### src/sv/i2cram_pkg.sv
// Shared constants and types for the I2C register-access master.
package i2cram_pkg;

  // Default write buffer depth and reset value of the half-period register
  localparam int unsigned MAX_LEN_DEF     = 16;
  localparam logic [15:0] HALF_PERIOD_RST = 16'd250;

  // Stream payload widths
  localparam int unsigned IN_DATA_W  = 32;
  localparam int unsigned IN_USER_W  = 2;
  localparam int unsigned OUT_DATA_W = 16;

  // Input beat opcodes, carried in in_tuser
  localparam logic [1:0] OP_TICK     = 2'd0;
  localparam logic [1:0] OP_START_WR = 2'd1;
  localparam logic [1:0] OP_START_RD = 2'd2;
  localparam logic [1:0] OP_PUSH     = 2'd3;

  // Sticky status codes
  localparam logic [1:0] ST_OK       = 2'd0;
  localparam logic [1:0] ST_BUS_BUSY = 2'd1;
  localparam logic [1:0] ST_BUS_ERR  = 2'd2;
  localparam logic [1:0] ST_NO_ACK   = 2'd3;

  // One result beat as held in the output register and the skid stage
  typedef struct packed {
    logic [OUT_DATA_W-1:0] tdata;
    logic                  tlast;
    logic                  tuser;
  } out_beat_t;

  // Keep the first error code of a transaction
  function automatic logic [1:0] flag_f(input logic [1:0] cur, input logic [1:0] code);
    flag_f = (cur == ST_OK) ? code : cur;
  endfunction

endpackage

### src/sv/i2c_register_access_master.sv
// Top level of the open-drain I2C register-access master.
//
// Open-drain I2C master for device register reads and writes. Every input beat is either a
// clock tick (which carries the sampled SDA level) or a command: start a write, start a read,
// or push one byte into the write buffer. Commands are honored only while no transaction is
// running, and a command never counts as a tick. Every input beat yields exactly one result
// beat with the SCL/SDA drive levels, any byte just received and the sticky status. The block
// takes one input beat per clock while its skid stage is empty. Its result is held in an output
// register; a one-entry skid stage lets one more beat enter while a result is stalled.
// The bus rate is set by half_period_ticks: each bus step lasts that many tick beats (zero acts
// as one); a written data bit takes three steps, a read bit two. The write buffer holds MAX_LEN
// bytes in registers and needs no clearing pass after reset.
module i2c_register_access_master #(
  parameter int unsigned MAX_LEN = i2cram_pkg::MAX_LEN_DEF
) (
  input  logic                              clk,
  input  logic                              rst_n,
  // configuration: half_period_ticks
  input  logic                              cfg_wr_en,
  input  logic [15:0]                       cfg_wr_data,
  // in_tdata from bit 0: dev_addr[6:0], reg_addr[7:0], byte_count[4:0], wr_byte[7:0], sda_in
  input  logic                              in_tvalid,
  output logic                              in_tready,
  input  logic [i2cram_pkg::IN_DATA_W-1:0]  in_tdata,
  // in_tuser: opcode[1:0]
  input  logic [i2cram_pkg::IN_USER_W-1:0]  in_tuser,
  // out_tdata from bit 0: scl_out, sda_out, rd_byte[7:0], busy_res, done_res, status[1:0]
  output logic                              out_tvalid,
  input  logic                              out_tready,
  output logic [i2cram_pkg::OUT_DATA_W-1:0] out_tdata,
  // out_tlast: rd_last
  output logic                              out_tlast,
  // out_tuser: rd_valid
  output logic                              out_tuser
);
  import i2cram_pkg::*;

  localparam int unsigned LEN_W  = $clog2(MAX_LEN + 1);
  localparam int unsigned PTR_W  = (MAX_LEN > 1) ? $clog2(MAX_LEN) : 1;
  localparam int unsigned BIDX_W = $clog2(MAX_LEN + 4);

  // Bus sequencer phases
  localparam logic [4:0] PH_IDLE  = 5'd0;
  localparam logic [4:0] PH_S0    = 5'd1;
  localparam logic [4:0] PH_S1    = 5'd2;
  localparam logic [4:0] PH_S2    = 5'd3;
  localparam logic [4:0] PH_S3    = 5'd4;
  localparam logic [4:0] PH_BSET  = 5'd5;
  localparam logic [4:0] PH_BHIGH = 5'd6;
  localparam logic [4:0] PH_BLOW  = 5'd7;
  localparam logic [4:0] PH_AREL  = 5'd8;
  localparam logic [4:0] PH_AHIGH = 5'd9;
  localparam logic [4:0] PH_RHIGH = 5'd10;
  localparam logic [4:0] PH_RLOW  = 5'd11;
  localparam logic [4:0] PH_K0    = 5'd12;
  localparam logic [4:0] PH_K1    = 5'd13;
  localparam logic [4:0] PH_K2    = 5'd14;
  localparam logic [4:0] PH_P0    = 5'd15;
  localparam logic [4:0] PH_P1    = 5'd16;
  localparam logic [4:0] PH_P2    = 5'd17;

  // Input fields
  logic [6:0] f_dev_addr;
  logic [7:0] f_reg_addr;
  logic [4:0] f_byte_count;
  logic [7:0] f_wr_byte;
  logic       f_sda;

  assign f_dev_addr   = in_tdata[6:0];
  assign f_reg_addr   = in_tdata[14:7];
  assign f_byte_count = in_tdata[19:15];
  assign f_wr_byte    = in_tdata[27:20];
  assign f_sda        = in_tdata[28];

  // State registers
  logic [15:0]       hp_r;
  logic [4:0]        phase_r, phase_nxt;
  logic [15:0]       tc_r, tc_nxt;
  logic [2:0]        bit_r, bit_nxt;
  logic [BIDX_W-1:0] bi_r, bi_nxt;
  logic [7:0]        shift_r, shift_nxt;
  logic [LEN_W-1:0]  fill_r, fill_nxt;
  logic [6:0]        addr_r, addr_nxt;
  logic [7:0]        reg_r, reg_nxt;
  logic [LEN_W-1:0]  len_r, len_nxt;
  logic              rd_r, rd_nxt;
  logic [1:0]        stat_r, stat_nxt;
  logic              scl_r, scl_nxt;
  logic              sda_r, sda_nxt;

  logic [7:0] wbuf [MAX_LEN];

  // Output register and skid stage
  out_beat_t out_r, skid_r, res;
  logic      out_valid_r, skid_valid_r;
  logic      in_fire, out_pop;

  assign in_tready = !skid_valid_r;
  assign in_fire   = in_tvalid && in_tready;
  assign out_pop   = out_valid_r && out_tready;

  // Next step after an acknowledge or a sent NACK/ACK bit
  logic [BIDX_W-1:0] ab_bi, ab_d, len_x, fill_x;
  logic [4:0]        ab_ph;
  logic              ab_load;
  logic [7:0]        ab_shift;

  assign len_x  = BIDX_W'(len_r);
  assign fill_x = BIDX_W'(fill_r);
  assign ab_bi  = bi_r + BIDX_W'(1);
  assign ab_d   = ab_bi - BIDX_W'(2);

  always_comb begin
    ab_ph    = PH_P0;
    ab_load  = 1'b0;
    ab_shift = 8'h00;
    if (ab_bi == BIDX_W'(1)) begin
      ab_ph    = PH_BSET;
      ab_load  = 1'b1;
      ab_shift = reg_r;
    end else if (!rd_r) begin
      if (ab_bi < len_x + BIDX_W'(2)) begin
        ab_ph    = PH_BSET;
        ab_load  = 1'b1;
        // bytes past the buffered count go out as zero
        ab_shift = (ab_bi < fill_x + BIDX_W'(2)) ? wbuf[ab_d[PTR_W-1:0]] : 8'h00;
      end
    end else if (ab_bi == BIDX_W'(2)) begin
      ab_ph = PH_S0;
    end else if (ab_bi < len_x + BIDX_W'(3)) begin
      ab_ph   = PH_RHIGH;
      ab_load = 1'b1;
    end
  end

  // One step of the sequencer for the accepted beat
  logic        go, push_we, ev_valid, ev_last, ev_done;
  logic [4:0]  go_ph;
  logic [7:0]  ev_byte;
  logic [15:0] hp_eff, tc_inc;

  assign hp_eff = (hp_r == 16'd0) ? 16'd1 : hp_r;
  assign tc_inc = tc_r + 16'd1;

  always_comb begin
    phase_nxt = phase_r;
    tc_nxt    = tc_r;
    bit_nxt   = bit_r;
    bi_nxt    = bi_r;
    shift_nxt = shift_r;
    fill_nxt  = fill_r;
    addr_nxt  = addr_r;
    reg_nxt   = reg_r;
    len_nxt   = len_r;
    rd_nxt    = rd_r;
    stat_nxt  = stat_r;
    scl_nxt   = scl_r;
    sda_nxt   = sda_r;
    go        = 1'b0;
    go_ph     = PH_IDLE;
    push_we   = 1'b0;
    ev_valid  = 1'b0;
    ev_last   = 1'b0;
    ev_byte   = 8'h00;
    ev_done   = 1'b0;

    if (in_fire) begin
      unique case (in_tuser)
        OP_START_WR, OP_START_RD: begin
          if (phase_r == PH_IDLE) begin
            addr_nxt = f_dev_addr;
            reg_nxt  = f_reg_addr;
            len_nxt  = ({27'd0, f_byte_count} > MAX_LEN) ? LEN_W'(MAX_LEN)
                                                        : LEN_W'(f_byte_count);
            rd_nxt   = (in_tuser == OP_START_RD);
            stat_nxt = ST_OK;
            bi_nxt   = '0;
            bit_nxt  = '0;
            tc_nxt   = '0;
            go       = 1'b1;
            go_ph    = PH_S0;
          end
        end
        OP_PUSH: begin
          if (phase_r == PH_IDLE && fill_r < LEN_W'(MAX_LEN)) begin
            push_we  = 1'b1;
            fill_nxt = fill_r + LEN_W'(1);
          end
        end
        OP_TICK: begin
          if (phase_r != PH_IDLE) begin
            tc_nxt = tc_inc;
            if (tc_inc >= hp_eff) begin
              tc_nxt = '0;
              go     = 1'b1;
              case (phase_r)
                PH_S0:    go_ph = PH_S1;
                PH_S1: begin
                  if (!f_sda) begin
                    // bus busy: skip the rest of START
                    stat_nxt  = flag_f(stat_r, ST_BUS_BUSY);
                    shift_nxt = {addr_r, (bi_r == BIDX_W'(2))};
                    bit_nxt   = '0;
                    go_ph     = PH_BSET;
                  end else begin
                    go_ph = PH_S2;
                  end
                end
                PH_S2:    go_ph = PH_S3;
                PH_S3: begin
                  if (f_sda) stat_nxt = flag_f(stat_r, ST_BUS_ERR);
                  shift_nxt = {addr_r, (bi_r == BIDX_W'(2))};
                  bit_nxt   = '0;
                  go_ph     = PH_BSET;
                end
                PH_BSET:  go_ph = PH_BHIGH;
                PH_BHIGH: go_ph = PH_BLOW;
                PH_BLOW: begin
                  if (bit_r != 3'd7) begin
                    bit_nxt = bit_r + 3'd1;
                    go_ph   = PH_BSET;
                  end else begin
                    go_ph = PH_AREL;
                  end
                end
                PH_AREL:  go_ph = PH_AHIGH;
                PH_AHIGH: begin
                  if (f_sda) stat_nxt = flag_f(stat_r, ST_NO_ACK);
                  scl_nxt = 1'b0;
                  bi_nxt  = ab_bi;
                  go_ph   = ab_ph;
                  if (ab_load) begin
                    shift_nxt = ab_shift;
                    bit_nxt   = '0;
                  end
                end
                PH_RHIGH: begin
                  shift_nxt = {shift_r[6:0], f_sda};
                  if (bit_r == 3'd7) begin
                    ev_valid = 1'b1;
                    ev_byte  = shift_nxt;
                    ev_last  = (bi_r >= len_x + BIDX_W'(2));
                  end
                  go_ph = PH_RLOW;
                end
                PH_RLOW: begin
                  if (bit_r != 3'd7) begin
                    bit_nxt = bit_r + 3'd1;
                    go_ph   = PH_RHIGH;
                  end else begin
                    go_ph = PH_K0;
                  end
                end
                PH_K0:    go_ph = PH_K1;
                PH_K1:    go_ph = PH_K2;
                PH_K2: begin
                  bi_nxt = ab_bi;
                  go_ph  = ab_ph;
                  if (ab_load) begin
                    shift_nxt = ab_shift;
                    bit_nxt   = '0;
                  end
                end
                PH_P0:    go_ph = PH_P1;
                PH_P1:    go_ph = PH_P2;
                PH_P2: begin
                  ev_done = 1'b1;
                  if (!rd_r) fill_nxt = '0;
                  go_ph = PH_IDLE;
                end
                default:  go_ph = PH_IDLE;
              endcase
            end
          end
        end
        default: ;
      endcase

      // Line drive on entry to the new phase
      if (go) begin
        phase_nxt = go_ph;
        unique case (go_ph)
          PH_S0:    sda_nxt = 1'b1;
          PH_S1:    scl_nxt = 1'b1;
          PH_S2:    sda_nxt = 1'b0;
          PH_S3:    scl_nxt = 1'b0;
          PH_BSET: begin
            scl_nxt   = 1'b0;
            sda_nxt   = shift_nxt[7];
            shift_nxt = {shift_nxt[6:0], 1'b0};
          end
          PH_BHIGH: scl_nxt = 1'b1;
          PH_BLOW:  scl_nxt = 1'b0;
          PH_AREL:  sda_nxt = 1'b1;
          PH_AHIGH: scl_nxt = 1'b1;
          PH_RHIGH: begin
            sda_nxt = 1'b1;
            scl_nxt = 1'b1;
          end
          PH_RLOW:  scl_nxt = 1'b0;
          // NACK on the last byte of the read, ACK otherwise
          PH_K0:    sda_nxt = (bi_nxt >= len_x + BIDX_W'(2));
          PH_K1:    scl_nxt = 1'b1;
          PH_K2:    scl_nxt = 1'b0;
          PH_P0:    sda_nxt = 1'b0;
          PH_P1:    scl_nxt = 1'b1;
          PH_P2:    sda_nxt = 1'b1;
          default: begin
            scl_nxt   = 1'b1;
            sda_nxt   = 1'b1;
            phase_nxt = PH_IDLE;
          end
        endcase
      end
    end
  end

  // Result beat
  always_comb begin
    res.tdata = {2'b00, stat_nxt, ev_done, (phase_nxt != PH_IDLE), ev_byte, sda_nxt, scl_nxt};
    res.tlast = ev_last;
    res.tuser = ev_valid;
  end

  // Control and bus state
  always_ff @(posedge clk) begin
    if (!rst_n) begin
      hp_r    <= HALF_PERIOD_RST;
      phase_r <= PH_IDLE;
      tc_r    <= '0;
      bit_r   <= '0;
      bi_r    <= '0;
      shift_r <= '0;
      fill_r  <= '0;
      addr_r  <= '0;
      reg_r   <= '0;
      len_r   <= '0;
      rd_r    <= 1'b0;
      stat_r  <= ST_OK;
      scl_r   <= 1'b1;
      sda_r   <= 1'b1;
    end else begin
      if (cfg_wr_en) hp_r <= cfg_wr_data;
      phase_r <= phase_nxt;
      tc_r    <= tc_nxt;
      bit_r   <= bit_nxt;
      bi_r    <= bi_nxt;
      shift_r <= shift_nxt;
      fill_r  <= fill_nxt;
      addr_r  <= addr_nxt;
      reg_r   <= reg_nxt;
      len_r   <= len_nxt;
      rd_r    <= rd_nxt;
      stat_r  <= stat_nxt;
      scl_r   <= scl_nxt;
      sda_r   <= sda_nxt;
    end
  end

  // Write buffer
  always_ff @(posedge clk) begin
    if (push_we) wbuf[fill_r[PTR_W-1:0]] <= f_wr_byte;
  end

  // Output register with one-entry skid
  always_ff @(posedge clk) begin
    if (!rst_n) begin
      out_valid_r  <= 1'b0;
      skid_valid_r <= 1'b0;
    end else if (skid_valid_r) begin
      if (out_pop) begin
        out_valid_r  <= 1'b1;
        skid_valid_r <= 1'b0;
      end
    end else if (in_fire) begin
      if (!out_valid_r || out_pop) out_valid_r <= 1'b1;
      else skid_valid_r <= 1'b1;
    end else if (out_pop) begin
      out_valid_r <= 1'b0;
    end
  end

  always_ff @(posedge clk) begin
    if (skid_valid_r) begin
      if (out_pop) out_r <= skid_r;
    end else if (in_fire) begin
      if (!out_valid_r || out_pop) out_r <= res;
      else skid_r <= res;
    end
  end

  assign out_tvalid = out_valid_r;
  assign out_tdata  = out_r.tdata;
  assign out_tlast  = out_r.tlast;
  assign out_tuser  = out_r.tuser;

  // Checks
  a_skid_behind_out: assert property (@(posedge clk) disable iff (!rst_n)
    skid_valid_r |-> out_valid_r)
    else $error("skid stage holds a beat while the output register is empty");

  a_start_enters_s0: assert property (@(posedge clk) disable iff (!rst_n)
    in_fire && phase_r == PH_IDLE && (in_tuser == OP_START_WR || in_tuser == OP_START_RD)
    |=> phase_r == PH_S0)
    else $error("start command while idle did not begin a START condition");

  a_push_fills: assert property (@(posedge clk) disable iff (!rst_n)
    in_fire && in_tuser == OP_PUSH && phase_r == PH_IDLE && fill_r < LEN_W'(MAX_LEN)
    |=> fill_r == $past(fill_r) + LEN_W'(1))
    else $error("accepted push did not advance the write buffer count");

  a_fill_bound: assert property (@(posedge clk) disable iff (!rst_n)
    phase_r == PH_IDLE |-> fill_r <= LEN_W'(MAX_LEN))
    else $error("write buffer count beyond its depth");

endmodule
### config.mk
export PLATFORM = sky130hd
export DESIGN_NAME = i2c_register_access_master
export DESIGN_NICKNAME = d
export VERILOG_FILES = /design/src/sv/i2cram_pkg.sv /design/src/sv/i2c_register_access_master.sv
export SDC_FILE = /design/constraint.sdc
export NUM_CORES = 1
export LEC_CHECK = 0
export ABC_AREA = 1
export BUFFER_PORTS_ARGS = -buffer_cell sky130_fd_sc_hd__buf_2
export CORE_MARGIN = 2
export CORE_UTILIZATION = 45
export DETAILED_ROUTE_END_ITERATION = 6
export PLACE_DENSITY = 0.68
export SKIP_LAST_GASP = 1
export SYNTH_ARGS = -nofsm -noshare
export SYNTH_HDL_FRONTEND = slang
export SYNTH_SLANG_ARGS = --single-unit
### constraint.sdc
create_clock -name clk -period 8.6 [get_ports clk]
set_input_delay 0.43 -clock clk [delete_from_list [all_inputs] [get_ports clk]]
set_output_delay 0.43 -clock clk [all_outputs]
set_load 0.02 [all_outputs]
==> impl_metrics.env, run 1 <==
export IMPL_start_util_pct=45.5
export IMPL_period_needed_ns=5.55
export IMPL_ir_worst_vdd_v=0.000173
export IMPL_power_density_nw_per_um2=181
export IMPL_cp_arrival_ns=5.86
export IMPL_path_clk_slew_ns=0.06
export IMPL_crit_fanout=14
export IMPL_relSlewSlack_pct=40.1
export IMPL_num_vias=9834
export IMPL_yosysSeqAreaShare_pct=51.6
export IMPL_ant_nets=0
export IMPL_cts_max_path_buffers=3
export IMPL_antenna_cells=0
export IMPL_slowest_stage="dfxtp_1"
export IMPL_post_cts_buffers=0
export IMPL_die_w_um=171
export IMPL_numCtsBuffers=27
export IMPL_setup_viol=0
export IMPL_postLayoutSetupSlackWorst_ns=3.05
export IMPL_cts_tree="built"
export IMPL_maxCapViolCount=0
export IMPL_io_pins=75
export IMPL_min_path_cells=3
export IMPL_period_share_pct=64.6
export IMPL_place_area_sq_um=13300
export IMPL_vias_per_cell=5.26
export IMPL_clock_skew_ns=0.0104
export IMPL_finalWirelength_um=30200
export IMPL_nNetsFinal=1584
export IMPL_synth_cell_types=60
export IMPL_post_dp_hpwl_um=20500
export IMPL_cp_data_required_time_ns=8.90
export IMPL_die_h_um=171
export IMPL_grtUsageTotal_pct=20.9
export IMPL_worstHoldPathType="in2reg"
export IMPL_leakagePower_nw=5.64
export IMPL_rows=61
export IMPL_grt_pass1_wl_um=48500
export IMPL_cts_sinks=245
export IMPL_gp_congestion=0.882
export IMPL_synth_seq_cells=245
export IMPL_syn_area_sq_um=12600
export IMPL_syn_to_final_growth_pct=11.8
export IMPL_port_buffers=69
export IMPL_fin_area_sq_um=14100
export IMPL_clk_latency_ns=0.55
export IMPL_yosysWarnings=0
export IMPL_start_kind="flip-flop"
export IMPL_fmax_mhz=180
export IMPL_dieArea_sq_um=29400
export IMPL_netlist_instances=1415
export IMPL_crit_top_cell="nand3_1"
export IMPL_hold_viol=0
export IMPL_endpoint_kind="flip-flop"
export IMPL_antenna_found_initial=0
export IMPL_worstRegToRegCells=28
export IMPL_finalMaxSlewViolations=0
export IMPL_firstDrtPassIters=5
export IMPL_drive_gt1_share_pct=12.5
export IMPL_worstMarginPinSlew_ns=0.896
export IMPL_synth_top_cell_area_share_pct=38.1
export IMPL_grt_overflow=0
export IMPL_holdBufCountCts=0
export IMPL_routedWlPerCell_um=16.2
export IMPL_critical_path_max_stage_delay_ns=0.42
export IMPL_clockRootBuffer="clkbuf_16"
export IMPL_drt_iter0_drc=692
export IMPL_setup_worst_path_class="reg2reg"
export IMPL_h_tree_depth=1
export IMPL_grt_max_degree=72
export IMPL_syn_avg_cell_area_sq_um=8.91
export IMPL_status="completed"
export IMPL_synth_top_cells_by_area="edfxtp_1 (38%), dfxtp_1 (13%), nor2_1 (6.7%), nand2_1 (6.6%), o21ai_0 (6.1%)"
export IMPL_synth_top_area_cell="edfxtp_1"
export IMPL_fin_tns_setup_ns=0
export IMPL_drc=0
export IMPL_rsz0062_at_grt="no"
export IMPL_dp_slack_ns=3.08
export IMPL_core_area_sq_um=27700
export IMPL_grt_pass1_vias=9502
export IMPL_cts_resized_gates=0
## power by group
part | leakage, nW | switching, mW | internal [mW]
Clock | 0.413 | 0.474 | 0.637
Sequential | 2.17 | 0.0124 | 1.28
Combinational | 3.06 | 0.111 | 0.0459
Total | 5.64 | 0.598 | 1.96
## critical path: cells and delay by family, from the launching register on
family	cells	cell delay [ns]
AO/OA/AOI/OAI	7	1.06
XOR/XNOR	1	0.17
adder cells (fa/ha/maj)	2	0.62
buffers and inverters	1	0.16
flip-flops	1	0.42
AND/OR/NAND/NOR	17	2.87
## kinds of logic after synthesis
| logic type | Yosys count | share of synthesized area [%] |
|---|---|---|
| simple gates | 584 | 20.9 |
| compound gates | 311 | 13.9 |
| flops | 245 | 51.6 |
| buf+inv | 193 | 6.10 |
| fa+ha+maj | 59 | 5.86 |
| xor+xnor | 22 | 1.59 |
| other cells | 1 | 0.0297 |
## synth_stat cells (all sizes together)
| master | count |
|---|---|
| nand2 | 240 |
| nor2 | 239 |
| o21ai | 164 |
| edfxtp | 160 |
| inv | 137 |
| dfxtp | 85 |
| a21oi | 83 |
| nand3 | 69 |
| ha | 59 |
| clkbuf | 33 |
| buf | 20 |
| nand4 | 19 |
| a22oi | 17 |
| xor2 | 13 |
| o211ai | 11 |
| o221ai | 11 |
| xnor2 | 9 |
| nor3 | 7 |
| o22ai | 6 |
| a211oi | 4 |
| a31oi | 3 |
| clkinv | 3 |
| nor4 | 3 |
| a2111oi | 2 |
| a21o | 2 |
| and3 | 2 |
| nand3b | 2 |
| o21bai | 2 |
| or2 | 2 |
| a2111o | 1 |
| a221oi | 1 |
| a41o | 1 |
| a41oi | 1 |
| conb | 1 |
| nor3b | 1 |
| o21a | 1 |
| o41ai | 1 |
## path summary, 6_finish.rpt
check	start	slack (ns)	to
worst max-delay path	tc_r[0]	3.05	out_tdata[1]
worst min-delay path	cfg_wr_data[4]	0.08	hp_r[4]
worst min register to register	bit_r[2]	0.48	bit_r[2]
worst max register to register	tc_r[0]	3.05	out_tdata[1]
## flip-flops by register name, indices dropped and copies added (netlist names), 2 cells and up
register   count
fill_r         5
phase_r        5
shift_r        8
bi_r           5
hp_r          16
wbuf         128
bit_r          3
stat_r         2
out_tdata     14
tc_r          16
len_r          5
addr_r         7
reg_r          8
skid_r        16
## per-stage QoR
stage | total power, mW | cells | hold WS, ns | util, %
after floorplan | 1.41 | 1416 | 0.449 | -
after global placement | 1.47 | 1819 | 0.458 | 47.9
after detailed placement | 1.47 | 1819 | 0.476 | 47.9
after CTS | 2.58 | 1868 | 0.0643 | 50.9
after global routing | 2.65 | 1868 | 0.0824 | 50.9
final | 2.56 | 1868 | 0.0818 | 50.9
## cell usage in the layout, fill, tap and decap left out, drive strengths merged, types with 2 or more instances in the layout
master / instances
a21oi: 83
xor2: 13
xnor2: 9
clkinv: 15
nor2: 239
conb: 2
clkbuf: 33
buf: 78
or2: 2
o221ai: 11
nand4: 19
a22oi: 17
nand3b: 2
nand3: 69
o21bai: 2
o22ai: 6
a21o: 2
ha: 59
a211oi: 4
a2111oi: 2
nor4: 3
dfxtp: 85
bufinv: 2
edfxtp: 160
a31oi: 3
nand2: 240
o21ai: 164
and3: 2
o211ai: 11
nor3: 7
inv: 138
## per-layer routing
layer  wire length (um)  vias to the layer above  track usage (%)
li1                   -                     4938                -
met1              13300                     4583             27.2
met2              14500                      246             35.6
met3               1520                       67             3.11
met4                974                        0             7.63
met5                  0                        -                0
## final cells by class
type / instances / area [sq um]
timing repair buffer: 78 / 413
sequential: 245 / 6510
tap: 378 / 473
clock inverter: 16 / 139
clock buffer: 33 / 698
multi-input combinational: 978 / 5340
fill: 2526 / 13600
inverter: 140 / 536
(Power assumes the default switching activity.)
==> run 2: changes to the inputs <==
PLACE_DENSITY = 0.7   (was 0.68)
clock period = 4.5 ns   (was 8.6 ns; I/O delays follow)
==> run 2 against run 1 <==
Utilization is 3.0 points higher. Clock power is 95% higher. Total power is 94% higher. Combinational power is 120% higher. Via count is 3.8% higher. Register-to-register slack worse by 3.0 ns. Die area stayed put. First-iteration DRC count is 1.4% higher. Critical endpoint unchanged. Critical path depth stayed put. Clock skew is 0.0020 ns higher.
==> impl_metrics.env, run 2 (synthesized netlist as in run 1, its figures left out) <==
export IMPL_start_kind="flip-flop"
export IMPL_path_clk_slew_ns=0.06
export IMPL_cts_max_path_buffers=3
export IMPL_r2r_end="out_tdata[1]"
export IMPL_rr_startpoint="tc_r[2]"
export IMPL_antenna_found_initial=0
export IMPL_final_cell_mix="nand2_1 (221), nor2_1 (220), edfxtp_1 (160)"
export IMPL_num_vias=10200
export IMPL_min_path_cells=4
export IMPL_worstHoldPathType="in2reg"
export IMPL_cp_top_family="simple AND/OR/NAND/NOR gates"
export IMPL_die_w_um=171
export IMPL_largest_reg_flops=128
export IMPL_setup_worst_path_class="reg2reg"
export IMPL_ant_nets=0
export IMPL_cts_tree="built"
export IMPL_drt_iter0_drc=702
export IMPL_ir_worst_vdd_v=0.000316
export IMPL_numCtsBuffers=27
export IMPL_fillers=2436
export IMPL_hold_ws_ns=0.0298
export IMPL_h_tree_depth=1
export IMPL_leakagePower_nw=6.03
export IMPL_worstMarginPinSlew_ns=0.925
export IMPL_cts_sinks=245
export IMPL_rsz0062_at_grt="yes"
export IMPL_critical_path_max_stage_delay_ns=0.36
export IMPL_io_pins=75
export IMPL_hold_viol=0
export IMPL_cp_arrival_ns=4.78
export IMPL_cp_data_required_time_ns=4.81
export IMPL_regArea_sq_um=6520
export IMPL_grt_pass1_vias=9863
export IMPL_postLayoutSetupSlackWorst_ns=0.0229
export IMPL_place_area_sq_um=13500
export IMPL_dp_slack_ns=-0.186
export IMPL_finalPower_mw=4.96
export IMPL_endpoint_kind="flip-flop"
export IMPL_slowest_stage="dfxtp_1"
export IMPL_grt_overflow=0
export IMPL_grt_max_degree=70
export IMPL_multi_input_area_sq_um=5480
export IMPL_grt_pass1_wl_um=49800
export IMPL_hold_start="in_tdata[16]"
export IMPL_startpoint="tc_r[2]"
export IMPL_power_density_nw_per_um2=332
export IMPL_period_needed_ns=4.48
export IMPL_crit_fanout=3
export IMPL_relSlewSlack_pct=38.1
export IMPL_vias_per_cell=5.26
export IMPL_rrSetupSlack_ns=0.02
export IMPL_routedWlPerCell_um=16.2
export IMPL_rows=61
export IMPL_dieArea_sq_um=29400
export IMPL_firstDrtPassIters=5
export IMPL_cp_buffers_inverters=3
export IMPL_grtUsageTotal_pct=21.4
export IMPL_drive_gt1_share_pct=15.8
export IMPL_port_buffers=69
export IMPL_maxCapViolCount=0
export IMPL_drc=0
export IMPL_syn_to_final_growth_pct=18.4
export IMPL_clockRootBuffer="clkbuf_16"
export IMPL_fmax_mhz=223
export IMPL_setup_viol=0
export IMPL_status="completed"
export IMPL_utilization_pct=53.9
export IMPL_fin_area_sq_um=14900
export IMPL_gp_congestion=0.926
export IMPL_antenna_cells=0
export IMPL_clock_skew_ns=0.0124
export IMPL_post_dp_hpwl_um=20900
export IMPL_clk_latency_ns=0.56
export IMPL_period_share_pct=99.5
export IMPL_finalMaxSlewViolations=0
export IMPL_core_area_sq_um=27700
export IMPL_finalWirelength_um=31500
export IMPL_worstRegToRegCells=28
export IMPL_die_h_um=171
export IMPL_start_util_pct=45.5
export IMPL_crit_top_cell="nand3_2"
export IMPL_holdPathEnd="len_r[2]"
export IMPL_final_common_cell="nand2_1"
export IMPL_nNetsFinal=1657
run 2: cell types whose count changed in the layout (fill, tap and decap cells not counted), sizes merged:
cell	change
dlygate4sd3	+38
bufinv	-1
clkinv	-9
clkbuf	+11
buf	+35
run 2: cell type report:
type	count	share of cell area, %
Multi-Input combinational cell	978	36.7
Clock buffer	44	5.29
Clock inverter	6	0.511
Tap cell	378	3.17
Timing Repair Buffer	151	7.07
Inverter	140	3.59
Sequential cell	245	43.6
run 2: stage by stage:
| step | setup TNS, ns | instances |
|---|---|---|
| after floorplan | 0 | 1416 |
| after global placement | -0.0781 | 1844 |
| after detailed placement | -0.416 | 1844 |
| after CTS | 0 | 1935 |
| after global routing | -0.845 | 1942 |
| final | 0 | 1942 |
run 2: metal layers:
metal	up-vias	GRT usage [%]	part of all wire, %
li1	5088	-	-
met3	88	3.87	5.6
met1	4700	26.6	43
met5	-	0	0
met4	0	9.65	4.1
met2	332	36.4	48
run 2: power breakdown:
part | internal, mW | switching (mW)
clock network | 1.26 | 0.899
logic | 0.115 | 0.224
registers | 2.44 | 0.0235
total | 3.81 | 1.15
run 2: worst max-delay path by stage:
stage | cells after the start | slack, ns | endpoint
2_1_floorplan | 28 | 0.21 | out_tdata[1]
3_3_place_gp | 30 | -0.05 | out_tdata[1]
3_5_place_dp | 31 | -0.19 | out_tdata[1]
4_1_cts | 31 | 0.001 | out_tdata[1]
5_1_grt | 28 | -0.32 | out_tdata[1]
6_report | 28 | 0.02 | out_tdata[1]
run 2: timing repair:
| item | CTS | global route |
|---|---|---|
| endpoints found under the hold margin | 36 | 0 |
| buffers inserted | 3 | 7 |
| setup endpoints to repair | 3 | 3 |
| resized for setup | 14 | 23 |
| hold buffers | 38 | 0 |
| pin swaps | 10 | 20 |
run 2: worst register-to-register path, delay by kind of cell, from the launching register on:
kind	cells	cell delay [ns]
xor+xnor	1	0.28
buf+inv	3	0.31
compound gates	7	0.97
fa+ha+maj	2	0.55
flops	1	0.36
simple gates	15	1.80
==> run 3: changes to the inputs <==
CORE_MARGIN = 5   (was 2)
RECOVER_POWER = 100   (was not set)
==> run 3 against run 2 <==
The flow now finishes with violations (max-capacitance violations, max-slew violations). Sequential cell count did not move. Register-to-register slack improved by 0.11 ns. Sequential share of layout area rose by 0.44 points. Non-clock buffer count fell by 9. Setup slack improved by 0.11 ns. Cell count fell by 0.57%. Clock skew rose by 0.0062 ns. Global-route usage fell by 1.3 points. Count of clock-buffer cells in the layout fell by 4. Via count rose by 0.26%. Combinational power fell by 3%. Final area fell by 1.0%.
==> impl_metrics.env, run 3 (synthesized netlist as in run 1, its figures left out) <==
export IMPL_status="finished with violations"
export IMPL_violations="max-capacitance violations, max-slew violations"
export IMPL_nNetsFinal=1648
export IMPL_finalWirelength_um=31900
export IMPL_ir_worst_vdd_v=0.000265
export IMPL_relSlewSlack_pct=-12.8
export IMPL_multi_input_area_sq_um=5500
export IMPL_grt_pass1_vias=9956
export IMPL_path_clk_slew_ns=0.06
export IMPL_antenna_cells=0
export IMPL_cp_buffers_inverters=4
export IMPL_postLayoutSetupSlackWorst_ns=0.138
export IMPL_hold_viol=0
export IMPL_leakagePower_nw=5.85
export IMPL_core_area_sq_um=27700
export IMPL_use_met2_pct=34.5
export IMPL_worstHoldPathType="in2reg"
export IMPL_utilization_pct=53.3
export IMPL_fmax_mhz=229
export IMPL_routedWlPerCell_um=16.5
export IMPL_start_kind="flip-flop"
export IMPL_rr_startpoint="tc_r[4]"
export IMPL_finalMaxSlewViolations=33
export IMPL_drive_gt1_share_pct=13.5
export IMPL_worstMarginPinSlew_ns=1.69
export IMPL_fin_area_sq_um=14800
export IMPL_cp_arrival_ns=4.66
export IMPL_drt_iter0_drc=749
export IMPL_endpoint_kind="flip-flop"
export IMPL_fillers=2436
export IMPL_h_tree_depth=1
export IMPL_cp_top_family="simple AND/OR/NAND/NOR gates"
export IMPL_dieArea_sq_um=31500
export IMPL_grtUsageTotal_pct=20.0
export IMPL_setup_worst_path_class="reg2reg"
export IMPL_vias_per_cell=5.30
export IMPL_gr_usage_met1_pct=25.9
export IMPL_grt_pass1_wl_um=51100
export IMPL_clk_latency_ns=0.56
export IMPL_setup_viol=0
export IMPL_period_share_pct=96.9
export IMPL_maxCapViolCount=1
export IMPL_cp_data_required_time_ns=4.80
export IMPL_startpoint="tc_r[4]"
export IMPL_final_cell_mix="nor2_1 (221), nand2_1 (221), edfxtp_1 (160)"
export IMPL_fin_tns_setup_ns=0
export IMPL_ant_nets=0
export IMPL_critical_path_max_stage_delay_ns=0.35
export IMPL_rsz0062_at_grt="yes"
export IMPL_regArea_sq_um=6520
export IMPL_port_buffers=69
export IMPL_io_pins=75
export IMPL_grt_max_degree=70
export IMPL_numCtsBuffers=27
export IMPL_cts_max_path_buffers=3
export IMPL_drc=0
export IMPL_cts_sinks=245
export IMPL_period_needed_ns=4.36
export IMPL_dp_slack_ns=-0.161
export IMPL_antenna_found_initial=0
export IMPL_slowest_stage="dfxtp_2"
export IMPL_start_util_pct=45.5
export IMPL_place_area_sq_um=13400
export IMPL_rows=61
export IMPL_gr_usage_met3_pct=3.41
export IMPL_num_vias=10200
export IMPL_cts_tree="built"
export IMPL_syn_to_final_growth_pct=17.2
export IMPL_firstDrtPassIters=5
export IMPL_die_h_um=177
export IMPL_largest_reg_flops=128
export IMPL_grt_overflow=0
export IMPL_power_density_nw_per_um2=330
export IMPL_hold_start="in_tdata[19]"
export IMPL_gp_congestion=0.901
export IMPL_post_dp_hpwl_um=21400
export IMPL_crit_fanout=3
export IMPL_clock_skew_ns=0.0186
export IMPL_die_w_um=177
export IMPL_busiest_layer="met2"
export IMPL_clockRootBuffer="clkbuf_16"
-- run 3: changes by cell type in the layout (fill, tap and decap cells not counted), moves of 2 or more --
cell           change
dlygate4sd3_1      -3
clkbuf_1          +34
buf_4             -12
a21oi_1            -2
clkbuf_8           -3
dfxtp_1            -2
dfxtp_2            +3
a21oi_2            +2
buf_2             -29
-- run 3: report_power, final --
part | internal, mW | leakage (nW) | switching (mW)
clock | 1.21 | 0.398 | 0.886
combinational | 0.106 | 3.28 | 0.224
sequential | 2.44 | 2.17 | 0.0235
total | 3.75 | 5.85 | 1.13
-- run 3: final cells by class --
| cell class | instances | share of cell area (%) |
|---|---|---|
| repair buffers | 142 | 6.24 |
| well taps | 378 | 3.20 |
| multi-input cells | 978 | 37.2 |
| clock inverters | 8 | 0.593 |
| inverters | 140 | 3.62 |
| clock buffers | 40 | 5.04 |
| flip-flops and latches | 245 | 44.1 |
-- run 3: what timing repair did --
action                     4_1_cts  5_1_grt
hold buffers                    35        0
pin swaps                        8       23
setup endpoints to repair        3        4
hold endpoints to repair        35        0
setup buffers                    1        8
gates resized for setup         13       29
-- run 3: metrics by stage --
| stage | hold slack [ns] | instances | power (mW) |
|---|---|---|---|
| floorplan | 0.324 | 1416 | 2.69 |
| global placement | 0.442 | 1839 | 2.81 |
| detailed placement | 0.450 | 1839 | 2.81 |
| CTS | 0.00114 | 1923 | 4.93 |
| global route | 0.0580 | 1931 | 5.07 |
| finish | 0.0350 | 1931 | 4.88 |
-- run 3: metal layers --
metal,routed length [um],up-vias
met5,0,-
met3,1850,67
li1,-,5074
met4,945,0
met2,15500,294
met1,13600,4800
-- run 3: final timing paths --
| path | cells after the start | slack [ns] | endpoint |
|---|---|---|---|
| max | 29 | 0.14 | out_tdata[1] |
| min | 4 | 0.04 | len_r[3] |
| max reg2reg | 29 | 0.14 | out_tdata[1] |
| min reg2reg | 2 | 0.48 | bit_r[1] |
-- run 3: worst register-to-register path: cells and delay by family (launching register included) --
family	cells	cell delay (ns)
simple gates	14	1.60
fa+ha+maj	2	0.55
xor+xnor	2	0.32
flops	1	0.35
buf+inv	4	0.31
compound gates	7	0.96
